===== config.mk =====
export PLATFORM = sky130hd
export DESIGN_NAME = plam_apb_regs
export DESIGN_NICKNAME = d
export VERILOG_FILES = /design/src/sv/plam_pkg.sv /design/src/sv/plam_apb_regs.sv
export SDC_FILE = /design/constraint.sdc
export NUM_CORES = 1
export LEC_CHECK = 0
export ABC_AREA = 1
export BUFFER_PORTS_ARGS = -buffer_cell sky130_fd_sc_hd__buf_2
export CORE_MARGIN = 2
export CORE_UTILIZATION = 43
export DETAILED_ROUTE_END_ITERATION = 16
export GPL_TIMING_DRIVEN = 0
export PLACE_DENSITY = 0.81
export SLEW_MARGIN = 40
export SYNTH_ARGS = -nofsm -noshare
export SYNTH_HDL_FRONTEND = slang
export SYNTH_SLANG_ARGS = --single-unit

===== constraint.sdc =====
create_clock -name clk -period 1.64 [get_ports clk]
set_clock_uncertainty 0.2 [all_clocks]
set_input_delay 0.41 -clock clk [delete_from_list [all_inputs] [get_ports clk]]
set_output_delay 0.41 -clock clk [all_outputs]
set_load 0.01 [all_outputs]

===== src/sv/plam_pkg.sv =====
// shared types, codes and helper functions for the packed lane add/sub/mul unit
// no dependencies; imported by every module of the block
package plam_pkg;

	// configuration port geometry: four registers on 8-byte spacing
	localparam int APB_AW = 5;
	localparam int APB_DW = 64;
	localparam int WORDS_CARRIED = 4;

	// register index, taken from paddr[4:3]
	typedef enum logic [1:0] {
		REG_OP_SELECT      = 2'd0,
		REG_LANE_WIDTH     = 2'd1,
		REG_RHS_BROADCAST  = 2'd2,
		REG_SCALAR_OPERAND = 2'd3
	} reg_idx_t;

	// lane operation; the fourth code passes the left operand through
	typedef enum logic [1:0] {
		OP_ADD  = 2'd0,
		OP_SUB  = 2'd1,
		OP_MUL  = 2'd2,
		OP_PASS = 2'd3
	} op_t;

	// lane width code
	typedef enum logic [1:0] {
		LW_8  = 2'd0,
		LW_16 = 2'd1,
		LW_32 = 2'd2,
		LW_64 = 2'd3
	} lw_t;

	// configuration register file contents
	typedef struct packed {
		op_t         op;
		lw_t         lane_width;
		logic        rhs_broadcast;
		logic [63:0] scalar_operand;
	} cfg_t;

	// per-item control carried down the pipeline
	typedef struct packed {
		op_t op;
		lw_t lane_width;
	} ctl_t;

	// input item
	typedef struct packed {
		logic [63:0] a_word0;
		logic [63:0] a_word1;
		logic [63:0] a_word2;
		logic [63:0] a_word3;
		logic [63:0] b_word0;
		logic [63:0] b_word1;
		logic [63:0] b_word2;
		logic [63:0] b_word3;
		logic [5:0]  valid_elements;
	} in_item_t;

	// result item
	typedef struct packed {
		logic [63:0] out_word0;
		logic [63:0] out_word1;
		logic [63:0] out_word2;
		logic [63:0] out_word3;
		logic [5:0]  out_valid_elements;
	} out_item_t;

	// replicate the low lane-width bits of the scalar across a word
	function automatic logic [63:0] splat(input logic [63:0] s, input lw_t lw);
		logic [63:0] r;
		case (lw)
			LW_8:    r = {8{s[7:0]}};
			LW_16:   r = {4{s[15:0]}};
			LW_32:   r = {2{s[31:0]}};
			LW_64:   r = s;
			default: r = s;
		endcase
		return r;
	endfunction

	// byte-sliced add/subtract with the carry cut at every lane boundary
	function automatic logic [63:0] lane_addsub(input logic [63:0] a, input logic [63:0] b,
			input logic sub, input lw_t lw);
		logic [63:0] r;
		logic        c;
		logic [8:0]  s;
		logic [2:0]  m;
		m = 3'((4'd1 << lw) - 4'd1);
		c = sub;
		r = '0;
		for (int i = 0; i < 8; i++) begin
			if ((3'(i) & m) == 3'd0) begin
				c = sub;
			end
			s = {1'b0, a[8*i +: 8]} + {1'b0, b[8*i +: 8] ^ {8{sub}}} + {8'd0, c};
			r[8*i +: 8] = s[7:0];
			c = s[8];
		end
		return r;
	endfunction

endpackage


===== src/sv/plam_apb_regs.sv =====
// configuration register file behind an apb-style write/read port
// depends on plam_pkg for register indexes and the cfg_t type
module plam_apb_regs
	import plam_pkg::*;
(
	input  logic              clk,
	input  logic              arst_n,
	input  logic              psel,
	input  logic              penable,
	input  logic              pwrite,
	input  logic [APB_AW-1:0] paddr,
	input  logic [APB_DW-1:0] pwdata,
	output logic [APB_DW-1:0] prdata,
	output logic              pready,
	output cfg_t              cfg
);

	cfg_t     cfg_q;
	reg_idx_t idx;
	logic     wr_en;

	assign pready = 1'b1;
	assign idx    = reg_idx_t'(paddr[4:3]);
	assign wr_en  = psel & penable & pwrite & pready;
	assign cfg    = cfg_q;

	// register writes on the access cycle
	always_ff @(posedge clk or negedge arst_n) begin
		if (!arst_n) begin
			cfg_q <= '0;
		end else if (wr_en) begin
			case (idx)
				REG_OP_SELECT:      cfg_q.op             <= op_t'(pwdata[1:0]);
				REG_LANE_WIDTH:     cfg_q.lane_width     <= lw_t'(pwdata[1:0]);
				REG_RHS_BROADCAST:  cfg_q.rhs_broadcast  <= pwdata[0];
				REG_SCALAR_OPERAND: cfg_q.scalar_operand <= pwdata;
				default:            cfg_q                <= cfg_q;
			endcase
		end
	end

	// read-back mux
	always_comb begin
		case (idx)
			REG_OP_SELECT:      prdata = {62'd0, cfg_q.op};
			REG_LANE_WIDTH:     prdata = {62'd0, cfg_q.lane_width};
			REG_RHS_BROADCAST:  prdata = {63'd0, cfg_q.rhs_broadcast};
			REG_SCALAR_OPERAND: prdata = cfg_q.scalar_operand;
			default:            prdata = '0;
		endcase
	end

endmodule


---- After elaboration in Yosys (flattened, before gate mapping) ----
Index checks and enable logic that the tools add are counted.
cells by class
  eq/ne operators ......................... 3
  reductions and logical operators ........ 5
  multiplexer cells ....................... 1
  bitwise logic cells ..................... 2
operators with widths
  kind                count
  $pmux 64 s4         1
  $reduce_and 2->1    4
  $eq 2x2->1 const B  2
  $and 1x1->1         2
  $eq 2x1->1 const B  1
  $logic_not 2->1     1
word-level totals
  logic and storage cells ................. 15
  output and inout bits ................... 134
  bits in registers ....................... 69

---- Logic depth before layout (Yosys ltp) ----
Gate-level depths: netlist of run 1.
  depth after elaboration ................. 3
  gate-level depth with buffers ........... 7
  depth with buffers taken out ............ 5

---- Worst setup path before layout of run 1 ----
No wires, ideal clock.
  path kind ............................... input -> output
  start ................................... input paddr[3]
  end ..................................... output prdata[10]
  setup slack ............................. -0.063 ns
  data arrival time ....................... 1.093 ns
  path buffers ............................ 2
  cell stages on the path ................. 4
  data required time ...................... 1.030 ns
  cells stage by stage .................... buf_2 -> nand2_4 -> buf_1 -> nor2_1
between the ends
  word-level cells in the longest chain between the ends .. 2
ends and longest elaborated chain
  what                                      RTL line             text
  start: declaration                        plam_apb_regs.sv:11  input logic [APB_AW-1:0] paddr,
  $eq 2x2->1, or another cell as far along  plam_apb_regs.sv:44  case (idx)
  $pmux 64 s4 (*)                           plam_apb_regs.sv:44
  end: declaration                          plam_apb_regs.sv:13  output logic [APB_DW-1:0] prdata,
Mark *: on every way between the ends. The rest lies on a longest branch, timed or not.

---- Worst setup path after layout of run 1 ----
  start ................................... register cfg_q, in the netlist cfg[1]
  end ..................................... output prdata[1]
between the ends
  word-level cells in the longest chain between the ends .. 1
ends and longest elaborated chain
  what                      RTL line             text
  start: declaration        plam_apb_regs.sv:18  cfg_t cfg_q;
  start signal: assignment  plam_apb_regs.sv:37  default: cfg_q <= cfg_q;
  $pmux 64 s4               plam_apb_regs.sv:44
Every way passes these cells.

==> impl_metrics.json, run 1 <==
{
  "switching_power_mw": 1.763,
  "reg2reg_depth": 3,
  "status": "finished with violations",
  "critPathKind": "reg -> out",
  "rsz0062_at_grt": "true",
  "reg2reg_from": "cfg[65]$_DFFE_PN0P_",
  "p_per_area_mw_per_mm2": 1031,
  "intPower_mw": 3.387,
  "antenna_found_initial": 0,
  "drcViolationCount": 0,
  "crit_fanout": 3,
  "rrSetupSlack_ps": 640,
  "arrival_ps": 1060,
  "start_util_pct": 44.75,
  "worstSetupStartpoint": "cfg[1]$_DFFE_PN0P_",
  "p_seq_share_pct": 45.2,
  "largest_register_ffs": 69,
  "h-tree-depth": 3,
  "layout.cells.non_filler": 781,
  "min_path_cells": 3,
  "holdPathEnd": "cfg[31]$_DFFE_PN0P_",
  "ys_seq_area_share_pct": 52.91,
  "dp_cells": 750,
  "max_freq_mhz": 599.8,
  "worstHoldStart": "pwdata[31]",
  "synth_nets": 522,
  "cts-buffers-inserted": 9,
  "hold_viol_final": 0,
  "die_w_um": 91.11,
  "synth_cell_type_count": 15,
  "core-area_mm2": 0.007292,
  "num_antenna_cells": 0,
  "fin_nets": 753,
  "ys_top_cells_by_area": "dfrtp_1 53%, nand2_1 24%, inv_1 7.6%",
  "setup_ws_ps": -27.12,
  "cp.required_ps": 1030,
  "grt_max_degree": 39,
  "synth_top_area_cell": "dfrtp_1",
  "port_buffers": 202,
  "p_clk_share_pct": 23.1,
  "antenna_left": 0,
  "die_h_um": 91.11,
  "cts_sinks": 69,
  "die_area_mm2": 0.008301,
  "r2r_end": "cfg[65]$_DFFE_PN0P_",
  "routabilityCongestion": 0.8993,
  "regArea_mm2": 0.001727,
  "grt_use_total_pct": 23.93,
  "hpwlAfterDp_um": 7334,
  "syn_to_final_growth_pct": 53.07,
  "holdWs_ps": 83.01,
  "cts.path.max_buffers": 2,
  "cellLeakagePower_nw": 3.120,
  "cts_tree": "yes",
  "drive_above_1_share_pct": 43.84,
  "grt_pass1_vias": 3427,
  "final_common_cell": "nand2_1",
  "finalCritPeriodShare_pct": 101.7,
  "cts_root_buffer": "clkbuf_8",
  "viasPerCell": 4.551,
  "violations": "setup timing",
  "slew_violations": 0,
  "cp-end-kind": "primary output",
  "dr.pass1.iters": 4,
  "start_kind": "flip-flop",
  "hp-class": "in -> reg",
  "wl_per_cell_um": 13.15,
  "path_clk_slew_ps": 70,
  "nFillCells": 634,
  "fin_crit_ps": 1667,
  "vias": 3554,
  "synth_warnings": 0,
  "finalSetupViolations": 2,
  "synth_area_mm2": 0.003263,
  "setup_tns_ps": -32.49,
  "syn_avg_cell_area_um2": 7.284,
  "final_cell_mix": "210 x nand2_1, 199 x buf_2, 69 x dfrtp_1, 59 x inv_1, 32 x nor2_1",
  "peakVddDrop_mv": 0.6252,
  "wirelength_um": 10270,
  "p_comb_share_pct": 31.8,
  "num_rows": 31,
  "ys_ff_latch": 69,
  "clk_latency_ps": 320,
  "netlist_instances": 448,
  "grt_pass1_wl_um": 15950,
  "synth_top_area_share_pct": 52.91,
  "ioPinCount": 208,
  "cap_violations": 0,
  "overflow": 0,
  "swShare_pct": 34.23,
  "final_util_pct": 68.50,
  "multi_input_area_mm2": 0.001270,
  "drt_iter0_drc": 86
}
[final cells by class]
class | instances | share of cell area (%)
Clock inverter | 2 | 0.2004
Timing Repair Buffer | 219 | 24.17
Buffer | 20 | 5.010
Multi-Input combinational cell | 293 | 25.43
Inverter | 67 | 5.035
Clock buffer | 12 | 3.106
Sequential cell | 69 | 34.57
Tap cell | 99 | 2.480
[worst max path at each step]
stage                               end  slack (ps)  depth (start not counted)
finish                        prdata[1]         -30                          3
floorplan                    prdata[10]          10                          4
detailed placement           prdata[28]        -260                          5
global placement    cfg[14]$_DFFE_PN0P_        -350                          1
CTS                           prdata[0]         -10                          3
global route                  prdata[0]         -60                          3
[routing by layer]
metal / track usage, % / routed length (um) / part of all wire, %
met1: 28.32 / 4029 / 39
met3: 4.481 / 715 / 7.0
met4: 8.460 / 276 / 2.7
met5: 0 / 0 / 0
met2: 43.27 / 5246 / 51
[Yosys cell counts]
library cell  count
nand2_1         211
dfrtp_1          69
inv_1            66
nor2_1           66
nand3_1           8
buf_1             6
buf_6             6
buf_4             5
buf_2             3
nand2_4           2
o21ai_0           2
conb_1            1
inv_2             1
nand4_1           1
nor2_8            1
[what timing repair did]
item                                    CTS  global route
endpoints found under the hold margin    31             0
endpoints found under the setup margin   62            48
buffers inserted                          8             6
gates cloned                              1             1
hold buffers                              1             0
resized for setup                        22            59
pin swaps                                 6             8
[critical path, stage by stage, from the launching register on]
cell and delay, ps:
dfrtp_1 410, nand2_1 90, nand3_2 90, buf_6 130
[metrics by stage]
step                cell area, um^2  setup WS, ps  power [mW]
finish                         4995        -27.12       5.149
global route                   4995        -55.92       5.474
CTS                            4747        -10.94       5.051
detailed placement             4432        -261.8       3.772
global placement               4405        -352.1       3.706
floorplan                      3271         10.36       3.020
[power groups by stage]
stage,sequential [mW],clock [mW],combinational [mW]
floorplan,2.49,0,0.533
global placement,2.34,0,1.37
detailed placement,2.36,0,1.42
CTS,2.32,1.23,1.50
global route,2.37,1.29,1.81
finish,2.33,1.19,1.64
[kinds of logic (layout without fill, tap and decap cells)]
group                  count (synthesis)  in the layout  share of synthesized area [%]
other                                  1              1                         0.1149
DFF                                   69             69                          52.91
AOI/OAI and AO/OA                      2              2                         0.3068
and+or+nand+nor                      289            290                          34.59
buffers and inverters                 87            320                          12.08
No activity file was read; power rests on OpenSTA's default activity.
==> run 2: changes to the inputs <==
--- a/config.mk
+++ b/config.mk
@@ -11,6 +11,7 @@
 export CORE_UTILIZATION = 43
 export DETAILED_ROUTE_END_ITERATION = 16
 export GPL_TIMING_DRIVEN = 0
+export MAX_ROUTING_LAYER = met4
 export PLACE_DENSITY = 0.81
 export SLEW_MARGIN = 40
 export SYNTH_ARGS = -nofsm -noshare
==> run 2 against run 1 <==
  * Highest routed layer unchanged
  * Sequential share of layout area fell by 0.13 points
  * Wire length up 0.53%
  * Fmax up 0.12%
  * Design area is 0.38% higher
  * Die area is the same
  * Total power grew 1.7%
  * Combinational power is essentially flat
  * Via count up 0.87%
  * Register-to-register slack better by 40 ps
  * Sequential cell count unchanged
  * The run still ends with setup timing left
==> impl_metrics.json, run 2 (synthesis results as in run 1) <==
{
  "num_rows": 31,
  "layout.cells.non_filler": 788,
  "arrival_ps": 1060,
  "finalSetupViolations": 20,
  "syn_to_final_growth_pct": 53.64,
  "antenna_found_initial": 0,
  "slew_violations": 0,
  "hpwlAfterDp_um": 7349,
  "cp-end-kind": "primary output",
  "dp_cells": 750,
  "violations": "setup timing",
  "grt_pass1_wl_um": 15970,
  "setup_ws_ps": -25.19,
  "vias": 3585,
  "crit_buf_inv": 3,
  "max_freq_mhz": 600.5,
  "cts-buffers-inserted": 9,
  "status": "finished with violations",
  "cellLeakagePower_nw": 3.168,
  "drive_above_1_share_pct": 40.49,
  "crit_path_top_delay_cell": "buf_12",
  "final_common_cell": "nand2_1",
  "final_cell_mix": "210 x nand2_1, 198 x buf_2, 69 x dfrtp_1, 60 x inv_1, 56 x nor2_1",
  "largest_register_ffs": 69,
  "viasPerCell": 4.549,
  "start_kind": "input pin",
  "grt_use_total_pct": 25.04,
  "worstMarginPinSlew_ps": 514.2,
  "port_buffers": 202,
  "overflow": 0,
  "fin_nets": 759,
  "crit_family": "buffers and inverters",
  "place_ws_ps": -247.0,
  "start_util_pct": 44.75,
  "rsz0062_at_grt": "true",
  "path_cells": "buf_8 -> nand2_8 -> buf_12 -> nor2_2 -> buf_2",
  "die_w_um": 91.11,
  "dr.pass1.iters": 6,
  "h-tree-depth": 3,
  "cap_violations": 0,
  "core-area_mm2": 0.007292,
  "drcViolationCount": 0,
  "clk_latency_ps": 340,
  "crit_fanout": 10,
  "nFillCells": 640,
  "grt_pass1_vias": 3351,
  "num_antenna_cells": 0,
  "cts.path.max_buffers": 2,
  "hold_viol_final": 0,
  "drt_iter0_drc": 93,
  "p_per_area_mw_per_mm2": 1045,
  "finalCritPeriodShare_pct": 101.5,
  "cts_tree": "yes",
  "path_clk_slew_ps": 70,
  "cts_root_buffer": "clkbuf_8",
  "slew-limit-headroom_pct": 65.59,
  "routabilityCongestion": 0.8435,
  "cp_slowest_stage_delay_ps": 170,
  "hp-class": "in -> reg",
  "ioPinCount": 208,
  "antenna_left": 0,
  "wirelength_um": 10320,
  "grt_max_degree": 36,
  "wl_per_cell_um": 13.10,
  "cts_sinks": 69,
  "die_area_mm2": 0.008301,
  "critPathKind": "in -> out",
  "peakVddDrop_mv": 0.5101,
  "die_h_um": 91.11,
  "cp.required_ps": 1030,
  "fin_crit_ps": 1665
}
[run 2: cell count changes in the layout (fill, tap and decap cells not counted), moves of 2 or more]
cell / delta
nor2_2: -21
nor2_4: -3
buf_8: +3
nor2_1: +24
buf_12: -3
buf_6: +5
clkbuf_16: +2
[run 2: final timing paths]
kind	startpoint	endpoint	slack, ps	depth (start not counted)
hold reg to reg	cfg[21]$_DFFE_PN0P_	cfg[21]$_DFFE_PN0P_	300	2
setup reg to reg	cfg[67]$_DFFE_PN0P_	cfg[67]$_DFFE_PN0P_	680	3
setup / recovery	paddr[3]	prdata[50]	-30	5
max in group asynchronous	arst_n	cfg[48]$_DFFE_PN0P_	430	3
hold / removal	pwdata[25]	cfg[25]$_DFFE_PN0P_	60	3
min in group asynchronous	arst_n	cfg[32]$_DFFE_PN0P_	310	2
[run 2: worst register-to-register path, delay by kind of cell, from the launching register on]
family / cells / cell delay (ps)
buffers and inverters: 1 / 140
flip-flops: 1 / 390
AND/OR/NAND/NOR: 2 / 120
[run 2: stage by stage]
step	util [%]	cell area, um^2	hold WS [ps]	TNS (ps)	power, mW
after CTS	65.19	4753	58.36	-41.35	5.089
final	68.75	5014	61.16	-143.8	5.237
after global placement	60.42	4405	271.6	-47310	3.707
after detailed placement	60.78	4432	120.1	-24270	3.770
after floorplan	-	3271	-85.59	0	3.020
after global routing	68.75	5014	55.65	-2204	5.587
[run 2: power by group]
part           internal, mW  leakage [nW]  switching, mW
registers              2.05         0.877          0.276
clock network         0.664        0.0926          0.600
logic                 0.764          2.20          0.881
[run 2: repair_timing]
action	CTS	global route
gates resized for setup	24	29
hold buffers	1	0
pin swaps	5	19
setup buffers	6	12
cloned	1	3
hold endpoints to repair	34	0
setup endpoints to repair	62	61
[run 2: cell type report]
| class | instances | area [um^2] | share of cell area, % |
|---|---|---|---|
| Tap cell | 99 | 123.9 | 2.471 |
| Buffer | 20 | 240.2 | 4.792 |
| Multi-Input combinational cell | 293 | 1190 | 23.73 |
| Timing Repair Buffer | 225 | 1304 | 26.00 |
| Sequential cell | 69 | 1727 | 34.44 |
| Clock buffer | 14 | 172.7 | 3.444 |
| Inverter | 67 | 251.5 | 5.016 |
| Clock inverter | 1 | 5.005 | 0.09983 |
[run 2: metal layers]
metal	vias up	wire (um)	track usage [%]
li1	1763	-	-
met1	1652	4182	29.09
met2	151	5186	43.02
met3	19	708	5.477
met4	0	243	8.586
met5	-	0	-
